File: config.mk
export PLATFORM = sky130hd
export DESIGN_NAME = onewire_temp_sensor_poller
export DESIGN_NICKNAME = d
export VERILOG_FILES = /design/src/hdl/owtsp_pkg.sv /design/src/hdl/owtsp_csr.sv /design/src/hdl/owtsp_core.sv /design/src/hdl/onewire_temp_sensor_poller.sv
export VERILOG_INCLUDE_DIRS = /design/src /design/src/hdl
export SDC_FILE = /design/constraint.sdc
export NUM_CORES = 1
export LEC_CHECK = 0
export BUFFER_PORTS_ARGS = -buffer_cell sky130_fd_sc_hd__buf_2
export CAP_MARGIN = 20
export CORE_ASPECT_RATIO = 1.5
export CORE_UTILIZATION = 55
export DETAILED_ROUTE_END_ITERATION = 10
export PLACE_DENSITY = 0.78
export SLEW_MARGIN = 20
export SYNTH_ARGS = -nofsm -noshare
export SYNTH_HDL_FRONTEND = slang
export SYNTH_SLANG_ARGS = --single-unit
File: constraint.sdc
create_clock -name clock -period 11.5 [get_ports clock]
set_input_delay 1.15 -clock clock [delete_from_list [all_inputs] [get_ports clock]]
set_output_delay 1.15 -clock clock [all_outputs]
set_load 0.02 [all_outputs]
File: src/hdl/onewire_temp_sensor_poller_macros.svh
// Assertion macros for the one-wire temperature sensor poller
`ifndef ONEWIRE_TEMP_SENSOR_POLLER_MACROS_SVH
`define ONEWIRE_TEMP_SENSOR_POLLER_MACROS_SVH
`define OW_ASSERT_IMPL(lbl, clk, rst, ante, cons) \
   lbl: assert property (@(posedge clk) disable iff (rst) (ante) |-> (cons)) \
      else $error("assertion failed");
`define OW_ASSERT_NEXT(lbl, clk, rst, ante, cons) \
   lbl: assert property (@(posedge clk) disable iff (rst) (ante) |=> (cons)) \
      else $error("assertion failed");
`endif

File: src/hdl/owtsp_pkg.sv
// Shared types and constants for the one-wire temperature sensor poller
package owtsp_pkg;
   typedef struct packed {
      logic line_level;
      logic tank_level;
   } req_type;

   typedef struct packed {
      logic              pull_low;
      logic              water_seen;
      logic              sensor_present;
      logic              temp_valid;
      logic signed [15:0] temp_value;
      logic [1:0]        last_status;
      logic              changed;
      logic              busy_res;
   } rsp_type;

   typedef struct packed {
      logic [15:0] ticks_per_ms;
      logic [15:0] conversion_wait_ms;
      logic [15:0] retry_period_ms;
      logic [15:0] temp_high_limit;
      logic [15:0] temp_low_limit;
      logic [15:0] invalid_temp_code;
   } cfg_type;

   localparam logic [2:0] REG_TICKS   = 3'd0;
   localparam logic [2:0] REG_WAIT    = 3'd1;
   localparam logic [2:0] REG_RETRY   = 3'd2;
   localparam logic [2:0] REG_HIGH    = 3'd3;
   localparam logic [2:0] REG_LOW     = 3'd4;
   localparam logic [2:0] REG_INVALID = 3'd5;

   localparam logic [1:0] ST_OK      = 2'd0;
   localparam logic [1:0] ST_NO_PRES = 2'd1;
   localparam logic [1:0] ST_CRC     = 2'd2;
   localparam logic [1:0] ST_RANGE   = 2'd3;

   localparam logic [15:0] TEMP_INVALID_RESET = 16'h8000;

   localparam logic [7:0] CRC_POLY     = 8'h8C;
   localparam logic [7:0] CMD_SKIP_ROM = 8'hCC;
   localparam logic [7:0] CMD_CONVERT  = 8'h44;
   localparam logic [7:0] CMD_READ_PAD = 8'hBE;

   localparam logic [9:0] RST_LOW_TICKS  = 10'd750;
   localparam logic [9:0] RST_GAP_TICKS  = 10'd15;
   localparam logic [9:0] RST_WAIT_TICKS = 10'd200;
   localparam logic [9:0] RST_HOLD_TICKS = 10'd240;
   localparam logic [9:0] WR_SLOT_TICKS  = 10'd70;
   localparam logic [9:0] WR_ONE_LOW     = 10'd6;
   localparam logic [9:0] WR_ZERO_LOW    = 10'd60;
   localparam logic [9:0] RD_SLOT_TICKS  = 10'd66;
   localparam logic [9:0] RD_LOW_TICKS   = 10'd3;
   localparam logic [9:0] RD_SAMPLE_AT   = 10'd15;
   localparam logic [3:0] LAST_BYTE      = 4'd8;

   typedef enum logic [7:0] {
      PH_IDLE     = 8'b0000_0001,
      PH_RST_LOW  = 8'b0000_0010,
      PH_RST_GAP  = 8'b0000_0100,
      PH_RST_WAIT = 8'b0000_1000,
      PH_RST_HOLD = 8'b0001_0000,
      PH_WR_SKIP  = 8'b0010_0000,
      PH_WR_CMD   = 8'b0100_0000,
      PH_RD_DATA  = 8'b1000_0000
   } phase_type;
endpackage

File: src/hdl/owtsp_csr.sv
// Configuration register file
module owtsp_csr (
   input  logic                 clock,
   input  logic                 reset,
   input  logic                 csr_write,
   input  logic [2:0]           csr_index,
   input  logic [15:0]          csr_data,
   output owtsp_pkg::cfg_type   cfg
);
   owtsp_pkg::cfg_type cfg_ff, cfg_in;

   always_comb begin
      cfg_in = cfg_ff;
      if (csr_write) begin
         unique case (csr_index)
            owtsp_pkg::REG_TICKS:   cfg_in.ticks_per_ms       = csr_data;
            owtsp_pkg::REG_WAIT:    cfg_in.conversion_wait_ms = csr_data;
            owtsp_pkg::REG_RETRY:   cfg_in.retry_period_ms    = csr_data;
            owtsp_pkg::REG_HIGH:    cfg_in.temp_high_limit    = csr_data;
            owtsp_pkg::REG_LOW:     cfg_in.temp_low_limit     = csr_data;
            owtsp_pkg::REG_INVALID: cfg_in.invalid_temp_code  = csr_data;
            default: ;
         endcase
      end
   end

   always_ff @(posedge clock) begin
      if (reset) begin
         cfg_ff <= '{16'd1000, 16'd750, 16'd1000, 16'd1250, 16'hFDDA, 16'h8000};
      end else begin
         cfg_ff <= cfg_in;
      end
   end

   assign cfg = cfg_ff;
endmodule

File: src/hdl/owtsp_core.sv
// One-wire bus sequencer: millisecond timebase, poll, slots, CRC and scaling
module owtsp_core (
   input  logic                 clock,
   input  logic                 reset,
   input  logic                 step,
   input  owtsp_pkg::req_type   req,
   input  owtsp_pkg::cfg_type   cfg,
   output owtsp_pkg::rsp_type   rsp
);
   owtsp_pkg::phase_type phase_ff, phase_in;
   logic [9:0]  slot_ff, slot_in;
   logic [15:0] tick_ff, tick_in;
   logic [31:0] ms_ff, ms_in, last_ff, last_in, conv_ff, conv_in;
   logic        active_ff, active_in;
   logic [2:0]  bit_ff, bit_in;
   logic [3:0]  byte_ff, byte_in;
   logic [7:0]  shift_ff, shift_in, crc_ff, crc_in;
   logic [15:0] raw_ff, raw_in;
   logic        water_ff, water_in, present_ff, present_in, valid_ff, valid_in;
   logic [15:0] temp_ff, temp_in;
   logic [1:0]  status_ff, status_in;
   logic [16:0] tick_next;
   logic [9:0]  slot_inc, low_len;
   logic        chg, pull, busy, line;
   logic signed [19:0] prod;
   logic signed [15:0] tenths;
   logic [7:0]  shift_rd, crc_rd;
   logic [15:0] raw_rd;

   assign line = req.line_level;
   assign slot_inc = slot_ff + 10'd1;
   assign tick_next = {1'b0, tick_ff} + 17'd1;
   assign low_len = shift_ff[0] ? owtsp_pkg::WR_ONE_LOW : owtsp_pkg::WR_ZERO_LOW;

   always_comb begin
      phase_in = phase_ff; slot_in = slot_ff; tick_in = tick_ff; ms_in = ms_ff;
      last_in = last_ff; conv_in = conv_ff; active_in = active_ff; bit_in = bit_ff;
      byte_in = byte_ff; shift_in = shift_ff; crc_in = crc_ff; raw_in = raw_ff;
      water_in = water_ff; present_in = present_ff; valid_in = valid_ff;
      temp_in = temp_ff; status_in = status_ff;
      chg = 1'b0; pull = 1'b0;
      shift_rd = shift_ff; crc_rd = crc_ff; raw_rd = raw_ff;
      prod = 20'sd0; tenths = 16'sd0;

      if (tick_next >= {1'b0, cfg.ticks_per_ms}) begin
         tick_in = '0;
         ms_in = ms_ff + 32'd1;
         if (req.tank_level != water_ff) begin
            water_in = req.tank_level;
            chg = 1'b1;
         end
         if (phase_ff == owtsp_pkg::PH_IDLE) begin
            if (active_ff && (ms_in - conv_ff) >= {16'd0, cfg.conversion_wait_ms}) begin
               last_in = ms_in;
               phase_in = owtsp_pkg::PH_RST_LOW;
               slot_in = '0;
            end else if (!active_ff &&
                         (ms_in - last_ff) >= {16'd0, cfg.retry_period_ms}) begin
               last_in = ms_in;
               conv_in = ms_in;
               phase_in = owtsp_pkg::PH_RST_LOW;
               slot_in = '0;
            end
         end
      end else begin
         tick_in = tick_next[15:0];
      end

      busy = (phase_in != owtsp_pkg::PH_IDLE);

      unique case (phase_in)
         owtsp_pkg::PH_IDLE: ;
         owtsp_pkg::PH_RST_LOW: begin
            pull = 1'b1;
            slot_in = slot_in + 10'd1;
            if (slot_in >= owtsp_pkg::RST_LOW_TICKS) begin
               slot_in = '0; phase_in = owtsp_pkg::PH_RST_GAP;
            end
         end
         owtsp_pkg::PH_RST_GAP: begin
            slot_in = slot_inc;
            if (slot_inc >= owtsp_pkg::RST_GAP_TICKS) begin
               slot_in = '0; phase_in = owtsp_pkg::PH_RST_WAIT;
            end
         end
         owtsp_pkg::PH_RST_WAIT, owtsp_pkg::PH_RST_HOLD: begin
            if (phase_ff == owtsp_pkg::PH_RST_WAIT && !line) begin
               slot_in = 10'd1; phase_in = owtsp_pkg::PH_RST_HOLD;
            end else if (phase_ff == owtsp_pkg::PH_RST_HOLD && line) begin
               slot_in = '0; shift_in = owtsp_pkg::CMD_SKIP_ROM; bit_in = '0;
               phase_in = owtsp_pkg::PH_WR_SKIP;
            end else begin
               slot_in = slot_inc;
               if (slot_inc >= ((phase_ff == owtsp_pkg::PH_RST_WAIT) ?
                     owtsp_pkg::RST_WAIT_TICKS : owtsp_pkg::RST_HOLD_TICKS)) begin
                  slot_in = '0; present_in = 1'b0; valid_in = 1'b0;
                  temp_in = cfg.invalid_temp_code; status_in = owtsp_pkg::ST_NO_PRES;
                  if (active_ff) begin
                     active_in = 1'b0; chg = 1'b1;
                  end
                  phase_in = owtsp_pkg::PH_IDLE;
               end
            end
         end
         owtsp_pkg::PH_WR_SKIP, owtsp_pkg::PH_WR_CMD: begin
            pull = slot_ff < low_len;
            slot_in = slot_inc;
            if (slot_inc >= owtsp_pkg::WR_SLOT_TICKS) begin
               slot_in = '0;
               shift_in = {1'b0, shift_ff[7:1]};
               if (bit_ff == 3'd7) begin
                  bit_in = '0;
                  if (phase_ff == owtsp_pkg::PH_WR_SKIP) begin
                     shift_in = active_ff ? owtsp_pkg::CMD_READ_PAD : owtsp_pkg::CMD_CONVERT;
                     phase_in = owtsp_pkg::PH_WR_CMD;
                  end else if (active_ff) begin
                     byte_in = '0; crc_in = '0; raw_in = '0;
                     phase_in = owtsp_pkg::PH_RD_DATA;
                  end else begin
                     active_in = 1'b1; present_in = 1'b1;
                     phase_in = owtsp_pkg::PH_IDLE;
                  end
               end else begin
                  bit_in = bit_ff + 3'd1;
               end
            end
         end
         owtsp_pkg::PH_RD_DATA: begin
            pull = slot_ff < owtsp_pkg::RD_LOW_TICKS;
            if (slot_ff == owtsp_pkg::RD_SAMPLE_AT) begin
               shift_rd = {line, shift_ff[7:1]};
               if (byte_ff < owtsp_pkg::LAST_BYTE) begin
                  crc_rd = {1'b0, crc_ff[7:1]} ^
                           (((crc_ff[0] ^ line)) ? owtsp_pkg::CRC_POLY : 8'h00);
               end
            end
            shift_in = shift_rd; crc_in = crc_rd;
            slot_in = slot_inc;
            if (slot_inc >= owtsp_pkg::RD_SLOT_TICKS) begin
               slot_in = '0;
               if (bit_ff == 3'd7) begin
                  bit_in = '0;
                  if (byte_ff == 4'd0) raw_rd = {raw_ff[15:8], shift_rd};
                  else if (byte_ff == 4'd1) raw_rd = {shift_rd, raw_ff[7:0]};
                  raw_in = raw_rd;
                  if (byte_ff >= owtsp_pkg::LAST_BYTE) begin
                     prod = 20'(signed'(raw_rd)) * 20'sd10;
                     tenths = 16'((prod + ((prod < 0) ? 20'sd15 : 20'sd0)) >>> 4);
                     active_in = 1'b0;
                     phase_in = owtsp_pkg::PH_IDLE;
                     if (shift_rd != crc_rd) status_in = owtsp_pkg::ST_CRC;
                     else if (tenths > signed'(cfg.temp_high_limit) ||
                              tenths < signed'(cfg.temp_low_limit))
                        status_in = owtsp_pkg::ST_RANGE;
                     else status_in = owtsp_pkg::ST_OK;
                     if (status_in == owtsp_pkg::ST_OK) begin
                        if (!valid_ff || temp_ff != tenths) chg = 1'b1;
                        present_in = 1'b1; valid_in = 1'b1; temp_in = tenths;
                     end else begin
                        valid_in = 1'b0; temp_in = cfg.invalid_temp_code; chg = 1'b1;
                     end
                  end else begin
                     byte_in = byte_ff + 4'd1;
                  end
               end else begin
                  bit_in = bit_ff + 3'd1;
               end
            end
         end
         default: phase_in = owtsp_pkg::PH_IDLE;
      endcase
   end

   always_ff @(posedge clock) begin
      if (reset) begin
         phase_ff <= owtsp_pkg::PH_IDLE; slot_ff <= '0; tick_ff <= '0; ms_ff <= '0;
         last_ff <= '0; conv_ff <= '0; active_ff <= 1'b0; bit_ff <= '0; byte_ff <= '0;
         shift_ff <= '0; crc_ff <= '0; raw_ff <= '0; water_ff <= 1'b0;
         present_ff <= 1'b0; valid_ff <= 1'b0; temp_ff <= owtsp_pkg::TEMP_INVALID_RESET;
         status_ff <= '0;
      end else if (step) begin
         phase_ff <= phase_in; slot_ff <= slot_in; tick_ff <= tick_in; ms_ff <= ms_in;
         last_ff <= last_in; conv_ff <= conv_in; active_ff <= active_in;
         bit_ff <= bit_in; byte_ff <= byte_in; shift_ff <= shift_in; crc_ff <= crc_in;
         raw_ff <= raw_in; water_ff <= water_in; present_ff <= present_in;
         valid_ff <= valid_in; temp_ff <= temp_in; status_ff <= status_in;
      end
   end

   always_comb begin
      rsp.pull_low = pull;
      rsp.water_seen = water_in;
      rsp.sensor_present = present_in;
      rsp.temp_valid = valid_in;
      rsp.temp_value = temp_in;
      rsp.last_status = status_in;
      rsp.changed = chg;
      rsp.busy_res = busy;
   end

`include "onewire_temp_sensor_poller_macros.svh"
   `OW_ASSERT_IMPL(a_phase_onehot, clock, reset, 1'b1, $onehot(phase_ff))
   `OW_ASSERT_IMPL(a_valid_present, clock, reset, valid_ff, present_ff)
   `OW_ASSERT_IMPL(a_read_active, clock, reset, phase_ff == owtsp_pkg::PH_RD_DATA, active_ff)
   `OW_ASSERT_NEXT(a_hold, clock, reset, !step, $stable(phase_ff) && $stable(ms_ff))
endmodule

File: src/hdl/onewire_temp_sensor_poller.sv
// Top level of the one-wire temperature sensor poller
// Usage:
//   Each req transaction is one microsecond tick carrying the sampled one-wire
//   line and the tank-level pin. Each tick yields exactly one rsp transaction
//   with the line drive, water and sensor flags, temperature in tenths of a
//   degree, status and a one-tick changed pulse. A tick's result is registered
//   and shown on rsp the cycle after acceptance. The sequencer state and the
//   output register advance together in a single pass, one tick per cycle
//   while rsp is not stalled. When rsp is stalled, the held result stays and
//   req is stalled too until the output register drains; a new tick is taken
//   in the cycle it frees. The csr port writes registers 0..5 (ticks per ms,
//   conversion wait, retry period, high and low limit, invalid code); the user
//   must write them only while the block is idle, which it does not enforce.
//   Reset (synchronous, active high) restores register defaults, idles the
//   bus, clears all flags and loads the invalid code as the temperature.
module onewire_temp_sensor_poller (
   input  logic                 clock,
   input  logic                 reset,
   input  logic                 req_valid,
   output logic                 req_stall,
   input  owtsp_pkg::req_type   req_data,
   output logic                 rsp_valid,
   input  logic                 rsp_stall,
   output owtsp_pkg::rsp_type   rsp_data,
   input  logic                 csr_write,
   input  logic [2:0]           csr_index,
   input  logic [15:0]          csr_data
);
   owtsp_pkg::cfg_type cfg;
   owtsp_pkg::rsp_type result, rsp_ff;
   logic               valid_ff, step;

   assign req_stall = valid_ff && rsp_stall;
   assign step = req_valid && !req_stall;

   owtsp_csr u_csr (
      .clock, .reset, .csr_write, .csr_index, .csr_data, .cfg
   );

   owtsp_core u_core (
      .clock, .reset, .step, .req(req_data), .cfg, .rsp(result)
   );

   always_ff @(posedge clock) begin
      if (reset) begin
         valid_ff <= 1'b0;
      end else if (!req_stall) begin
         valid_ff <= req_valid;
      end
   end

   always_ff @(posedge clock) begin
      if (step) begin
         rsp_ff <= result;
      end
   end

   assign rsp_valid = valid_ff;
   assign rsp_data = rsp_ff;
endmodule

## Word-level counts from Yosys, hierarchy flattened

Cells that the tools add are included.
W data, S select, Z words.

| storage, ports and cells | value |
|---|---|
| output and inout port bits | 26 |
| register bits after elaboration | 312 |
| bits of input ports | 26 |
| word-level logic and storage cells | 276 |

| operators by class | value |
|---|---|
| equality and inequality tests | 36 |
| muxes and demuxes | 145 |
| magnitude comparators | 15 |
| bitwise gates (word level) | 3 |
| reductions and logical operators | 35 |
| $add $sub $neg | 9 |
| multipliers | 1 |

Operator list:

| operator | count |
|---|---|
| $mux W16 | 19 |
| $mux W8 | 32 |
| $mux W10 | 11 |
| $ge A32 B16 Y1 | 2 |
| $mux W32 | 2 |
| $pmux W16 S2 | 2 |
| $sub A32 B32 Y32 | 2 |
| $pmux W10 S5 | 1 |
| $pmux W8 S6 | 1 |
| $mux W1 | 40 |
| $add A32 B1 Y32 const B | 1 |
| $mux W4 | 8 |
| $mux W2 | 12 |
| $pmux W8 S3 | 1 |
| $add A10 B1 Y10 const B | 2 |
| $add A20 B5 Y20 | 1 |
| $ge A10 B7 Y1 const B | 2 |
| $lt A20 B1 Y1 const B | 1 |
| $mul A16 B4 Y19 const B | 1 |
| $add A16 B1 Y17 const B | 1 |
| $ge A17 B16 Y1 | 1 |
| $eq A8 B1 Y1 const B | 2 |
| $eq A8 B4 Y1 const B | 2 |
| $eq A8 B5 Y1 const B | 2 |
| other kinds (54) | 95 |

## Depth between registers and ports, before layout

Gate-level depths: netlist of run 1.

| depth | value |
|---|---|
| depth in word-level cells | 33 |
| depth in mapped cells | 40 |
| mapped depth without buffers | 38 |

## Hierarchy

Synthesis of run 1 repeated with hierarchy kept, for this count alone.

| second synthesis, totals | value |
|---|---|
| cells, all modules | 2877 |
| area total of the unflattened synthesis | 23186.0 um2 |

Modules (own cells, without submodules):

| module | area each (um2) | times used | cells each |
|---|---|---|---|
| owtsp_core | 18625.4 | 1 | 2490 |
| owtsp_csr | 3793.6 | 1 | 358 |
| onewire_temp_sensor_poller | 767.0 | 1 | 29 |

## Least setup slack after synthesis of run 1

No wires, ideal clock.

| timing path | value |
|---|---|
| path kind | reg2reg |
| start | reg u_core.slot_ff[0] |
| end | reg rsp_ff, in the netlist rsp_data[19] (data pin) |
| clock period less this slack | 8106 ps |
| stages on the path, launching flop included | 39 |
| path slack | 3394 ps |
| arrival time | 7846 ps |
| path buffers | 6 |
| library setup time | 260 ps |
| cell sequence | dfxtp_1 ha_1 clkbuf_1 and3_1 and3_1 buf_2 mux2i_1 a21oi_1 ha_1 ha_1 clkbuf_1 a21o_1 a31oi_1 nor2_1 or4_4 and2_1 buf_2 ha_1 [... 3 more ...] nor4_4 and3_1 buf_6 xor2_1 ha_1 nand3_1 o22ai_1 o21ai_0 nand2b_1 a21oi_1 nand3_1 o211a_1 a2111oi_1 nand2b_1 buf_4 mux2_4 o211ai_2 nand2_1 |

RTL lines:

| what | RTL line | source |
|---|---|---|
| start, declared | owtsp_core.sv:11 | `logic [9:0] slot_ff, slot_in;` |
| start signal, assigned | owtsp_core.sv:182 | `phase_ff <= phase_in; slot_ff <= slot_in; tick_ff <= tick_in; ms_ff <= ms_in;` |
| end signal, assigned | onewire_temp_sensor_poller.sv:54 | `rsp_ff <= result;` |
| end, declared | onewire_temp_sensor_poller.sv:30 | `owtsp_pkg::rsp_type result, rsp_ff;` |

==> metrics, run 1 <==
status=finished with violations; failing checks=design-rule violations; clk slew on worst S/H paths=0.06 ns; pwr/cell area=100 nW/um^2; first-pass GRT wire length=103000 um; aggregate routed wire length=64000 um; area grow syn2layout=7.35%; Post-synth EDFFs=24; Setup Buffers After CTS=0; Initial DRT Pass Iterations=8; min-delay worst type=reg2reg; CP endpoint kind=register; HPWL after DPL=48000 um; Longest Clk Path Bufs=3; placed cells=3302; I/O pin count=52; vias per std cell=6.16; detail-routed net length per standard cell=19.0 um; final-layout fill cell count=3576; Final Wtd Congestion=0.962; Syn Nets=3086; actual slew at the worst max-slew pin=1.07 ns; ys flop type=dfxtp_1; Placed Area=22600 sq um; #FFs+latches synth=312; Final Power=2.39 mW; clk_lat worst skew=0.56 ns; Leakage=10.5 nW; Total Nets Final=3053; total gr overflow=0; final max-slew violation count=0; CP dominant cell by count=ha_1; syn avg cell area=7.73 sq um; Post-CTS Resized=0; # DRC=11; initial antenna violation count=2; number of antenna diodes=0; MaxCap Viol Count=0; Total Routing Usage GR=31.0%; CTS tree=yes; synth unique cells=96; post-route cell area=23800 sq um; Slowest-stage cell, CP=nor4_4; fin cells=3366; die area=41200 sq um; Max VDD drop=0.000121 V; Die H=248 um; cell count after synthesis=2872; Final min period=10.11 ns; Synth area leaders=dfxtp_1, ha_1, nand2_1; vias in the first global route=20400; Worst setup SP type=register; Port-buffer cells=51; Initial Util=56.1%; Crit path arrival time=10.39 ns; kind of critical path=reg2reg; Synth Cell Area=22200 sq um; RSZ-0062 raised after global routing=no; period utilization=87.9%; setup TNS=0 ns; Final Hold Fails=0; share of layout cells above drive strength 1=5.83%; largest net degree at the start of global routing=82; most numerous cell in the Yosys netlist=nand2_1; Syn. warnings=0; CTS buffer count=35; top cell type's share of synthesized area=26.0%; Worst path max stage delay=0.61 ns; Routed Antenna Nets=0; register area share after synthesis=29.2%; fmax=0.0989 GHz; clock root buffer=clkbuf_16; htree depth=2; Slew HR=28.2%; Core Footprint=39500 sq um; clk sinks=312; Clock Skews=0.0315 ns; Synth area leader=dfxtp_1; CTS hold repair buffers=0; Iter 0 DRT Violations=1353; asr flop ratio synth=0%; critical path required time=11.79 ns; most instantiated cells after synthesis=nand2_1, nor2_1, dfxtp_1; Max FO, Critical Path=13; setup violators final=0; Row Count=89; Die W=166 um; Vias=20700; Final Hold Slack=0.455 ns
## routing by layer
layer,GRT usage [%],up-vias,part of all wire [%]
li1,-,10100,-
met1,34.4,9811,39
met2,57.4,597,50
met3,3.21,207,4.7
met4,18.1,4,5.6
met5,0,-,0.034
## flip-flops by register name (all words and copies together) (netlist names), 2 cells and up
register	flops
u_core.raw_ff	16
u_core.byte_ff	4
rsp_data	24
u_core.last_ff	32
u_core.tick_ff	16
u_core.status_ff	2
u_core.slot_ff	10
u_csr.cfg	96
u_core.ms_ff	32
u_core.phase_ff	8
u_core.bit_ff	3
u_core.temp_ff	16
u_core.crc_ff	8
u_core.shift_ff	8
u_core.conv_ff	32
## final timing paths
check | start | endpoint | slack (ns) | depth (start not counted)
setup reg to reg | u_core.slot_ff[0]$_SDFFE_PP0P_ | rsp_data[18]$_DFFE_PP_ | 1.39 | 32
hold / removal | u_csr.cfg[59]$_SDFFE_PP0P_ | u_csr.cfg[59]$_SDFFE_PP0P_ | 0.46 | 2
hold reg to reg | u_csr.cfg[59]$_SDFFE_PP0P_ | u_csr.cfg[59]$_SDFFE_PP0P_ | 0.46 | 2
setup / recovery | u_core.slot_ff[0]$_SDFFE_PP0P_ | rsp_data[18]$_DFFE_PP_ | 1.39 | 32
## area by class of cell
cell class	instances	area, sq um	share of cell area [%]
inverter	188	706	2.96
clock buffer	47	981	4.12
timing repair buffer	66	374	1.57
multi-input combinational	2236	14500	60.7
sequential	312	6490	27.2
tap	500	626	2.63
clock inverter	17	190	0.798
## kinds of logic (layout without fill, tap and decap cells)
| kind of cell | count (synthesis) | after routing | synth area share, % |
|---|---|---|---|
| buf+inv | 324 | 318 | 5.71 |
| mux | 79 | 79 | 3.60 |
| simple gates | 1039 | 1039 | 21.8 |
| xor+xnor | 182 | 182 | 7.25 |
| compound gates | 747 | 747 | 21.6 |
| flops | 312 | 312 | 29.2 |
| fa+ha+maj | 189 | 189 | 10.7 |
## placed cells by master (no fill, tap or decap), types with 9 or more instances in the layout
master     Yosys  routed
xnor2_1       83      83
inv_1        188     186
and3_1        43      43
a21o_1        49      49
ha_1         185     185
and2_1        17      17
buf_4          2      15
or2_2          9       9
o211ai_1      54      54
nand2_1      372     372
nor4_1        21      21
a21oi_1      257     257
or3_1         16      16
a21boi_0      10      10
nand3b_1       9       9
clkbuf_16      0      35
nand3_1       76      75
a211oi_1      60      60
a31oi_1       29      29
o21bai_1       9       9
a22oi_1       18      18
edfxtp_1      24      24
o31ai_1       11      11
dfxtp_1      288     288
nor2_1       299     299
nand2b_1      19      19
nor3_1        57      56
xor2_1        98      98
o21a_1        29      29
o21ai_0      120     120
buf_2         16      50
o2111ai_1     11      11
nor2b_1       15      15
mux2i_1       76      76
nand4_1       45      45
## critical path, delay by kind of cell, from the launching register on
family                   cells  cell delay (ns)
AND/OR/NAND/NOR             12             3.33
AO/OA/AOI/OAI               13             3.32
adder cells (fa/ha/maj)      5             1.64
XOR/XNOR                     1             0.55
multiplexers                 1             0.53
flip-flops                   1             0.47
## where the power goes
part           internal [mW]  switching [mW]
clock network          0.655           0.494
logic                 0.0334          0.0836
registers               1.11          0.0110
total                   1.80           0.589
## stage by stage
stage	utilization [%]	setup slack (ns)
2_1_floorplan	-	3.39
3_3_place_gp	57.3	1.72
3_5_place_dp	57.3	1.44
4_1_cts	60.2	1.35
5_1_grt	60.3	0.671
6_report	60.3	1.39
Power figures use the tool's default switching activity.
==> run 2, diff against run 1 <==
--- a/config.mk
+++ b/config.mk
@@ -8,11 +8,11 @@
 export LEC_CHECK = 0
 export BUFFER_PORTS_ARGS = -buffer_cell sky130_fd_sc_hd__buf_2
 export CAP_MARGIN = 20
-export CORE_ASPECT_RATIO = 1.5
+export CORE_ASPECT_RATIO = 0.75
 export CORE_UTILIZATION = 55
 export DETAILED_ROUTE_END_ITERATION = 10
-export PLACE_DENSITY = 0.78
-export SLEW_MARGIN = 20
+export PLACE_DENSITY = 0.75
+export SLEW_MARGIN = 15
 export SYNTH_ARGS = -nofsm -noshare
 export SYNTH_HDL_FRONTEND = slang
 export SYNTH_SLANG_ARGS = --single-unit
==> run 2 against run 1 <==
  * Non-clock buffer count is 2 higher
  * Utilization barely moved
  * Setup slack got worse by 0.036 ns
  * Hold slack worse by 0.0020 ns
  * The flow still finishes with violations (design-rule violations)
  * Power up 0.97%
  * Maximum frequency shrank 0.36%
  * Register-to-register slack worse by 0.04 ns
  * Critical path depth decreased by 1
  * Final cell count grew 0.65%
==> metrics, run 2 (synthesis gave the netlist of run 1 again) <==
setup violators final=0; placed cells=3321; Slew HR=23.7%; RSZ-0062 raised after global routing=no; pwr/cell area=101 nW/um^2; aggregate routed wire length=64100 um; CP dominant cell by count=ha_1; CTS buffer count=36; Routed Antenna Nets=0; initial antenna violation count=0; Core Footprint=39600 sq um; detail-routed net length per standard cell=18.9 um; Slowest-stage cell, CP=a2111oi_1; commonest non-fill, non-tap cell in the layout=nand2_1; hold wc startpoint=u_csr.cfg[61]$_SDFFE_PP0P_; CTS hold repair buffers=0; Pint=1.82 mW; final max-slew violation count=0; Final Wtd Congestion=0.978; critical path required time=11.82 ns; switching power=0.593 mW; CP endpoint kind=register; MaxCap Viol Count=0; actual slew at the worst max-slew pin=1.14 ns; hold path depth=2; vias per std cell=6.14; Worst setup SP type=register; Longest Clk Path Bufs=3; Initial DRT Pass Iterations=8; clk slew on worst S/H paths=0.06 ns; setup ws final=1.36 ns; vias in the first global route=18700; Initial Util=56.0%; worst reg2reg path depth=31; Die W=234 um; largest net degree at the start of global routing=119; Final Power=2.41 mW; Post-CTS Resized=0; failing checks=design-rule violations; Setup Buffers After CTS=0; setup TNS=0 ns; Final min period=10.14 ns; hold path endpoint=u_csr.cfg[61]$_SDFFE_PP0P_; Total Routing Usage GR=30.5%; total gr overflow=0; first-pass GRT wire length=101000 um; fmax=0.0986 GHz; share of power burned in combinational logic=4.9%; die area=41200 sq um; clk_lat worst skew=0.57 ns; R2R Path Start=u_core.slot_ff[1]$_SDFFE_PP0P_; htree depth=2; period utilization=88.2%; clock share of power=48.5%; HPWL after DPL=47800 um; clk sinks=312; max reg flops=96; Max FO, Critical Path=13; # DRC=3; Sw Ratio=24.6%; Final Hold Fails=0; R2R setup slack=1.36 ns; Total Nets Final=3056; min-delay worst type=reg2reg; share of layout cells above drive strength 1=5.72%; Max VDD drop=0.000128 V; Leakage=10.5 nW; Port-buffer cells=51; CTS tree=yes; Die H=176 um; Placement Setup Slack=1.61 ns; area grow syn2layout=7.64%; Worst path max stage delay=0.80 ns; fin cells=3388; Row Count=63; Flop pwr share=46.6%; Crit path arrival time=10.46 ns; status=finished with violations; Iter 0 DRT Violations=2112; Vias=20800; I/O pin count=52; Crit Reg-Reg Endpoint=rsp_data[18]$_DFFE_PP_; Clock Skews=0.0428 ns; clock root buffer=clkbuf_16; most frequent cells in the layout=nand2_1, nor2_1, dfxtp_1, a21oi_1, inv_1; number of antenna diodes=0; kind of critical path=reg2reg
-- run 2: cell types whose count changed in the layout (fill, tap and decap cells not counted), moves of 2 or more --
cell	delta
bufinv_16	-2
clkbuf_1	+4
clkbuf_16	+3
clkbuf_8	+3
clkinv_2	-3
clkinvlp_4	-4
-- run 2: how the worst max path moves through the flow --
stage,from,end,depth (start not counted)
after floorplan,u_core.slot_ff[0]$_SDFFE_PP0P_,rsp_data[19]$_DFFE_PP_,38
after global placement,u_core.slot_ff[0]$_SDFFE_PP0P_,rsp_data[18]$_DFFE_PP_,31
after detailed placement,u_core.slot_ff[1]$_SDFFE_PP0P_,rsp_data[18]$_DFFE_PP_,31
after CTS,u_core.slot_ff[0]$_SDFFE_PP0P_,rsp_data[18]$_DFFE_PP_,31
after global routing,u_core.slot_ff[0]$_SDFFE_PP0P_,u_core.present_ff$_SDFFE_PP0P_,31
final,u_core.slot_ff[1]$_SDFFE_PP0P_,rsp_data[18]$_DFFE_PP_,31
-- run 2: through the flow --
| step | util, % | cell area, sq um | hold WS, ns |
|---|---|---|---|
| floorplan | - | 22200 | 0.433 |
| global placement | 57.1 | 22700 | 0.442 |
| detailed placement | 57.1 | 22700 | 0.447 |
| CTS | 60.2 | 23900 | 0.456 |
| global route | 60.2 | 23900 | 0.475 |
| finish | 60.2 | 23900 | 0.453 |
-- run 2: metal layers --
metal | vias up | track usage (%) | part of all wire (%)
met5 | - | 0 | 0
met4 | 0 | 6.22 | 1.8
met3 | 77 | 4.83 | 8.1
met2 | 789 | 44.1 | 41
met1 | 9804 | 47.1 | 49
li1 | 10100 | - | -
-- run 2: critical path, delay by kind of cell, from the launching register on --
kind | cells | cell delay (ns)
AOI/OAI and AO/OA | 11 | 3.30
xor gates and xnor gates | 1 | 0.46
adders and majority gates | 5 | 1.63
muxes | 1 | 0.48
DFF | 1 | 0.46
and+or+nand+nor | 13 | 3.54
-- run 2: power groups by stage --
stage / Combinational [mW] / Sequential [mW] / Clock (mW)
finish: 0.117 / 1.13 / 1.17
global route: 0.128 / 1.13 / 1.23
CTS: 0.116 / 1.12 / 1.19
detailed placement: 0.115 / 1.15 / 0
global placement: 0.112 / 1.15 / 0
floorplan: 0.0679 / 1.15 / 0
-- run 2: layout make-up --
type,instances,area [sq um]
Clock inverter,7,90.1
Fill cell,3603,15800
Clock buffer,57,1110
Multi-Input combinational cell,2236,14400
Sequential cell,312,6490
Inverter,188,706
Tap cell,520,651
Timing Repair Buffer,68,393
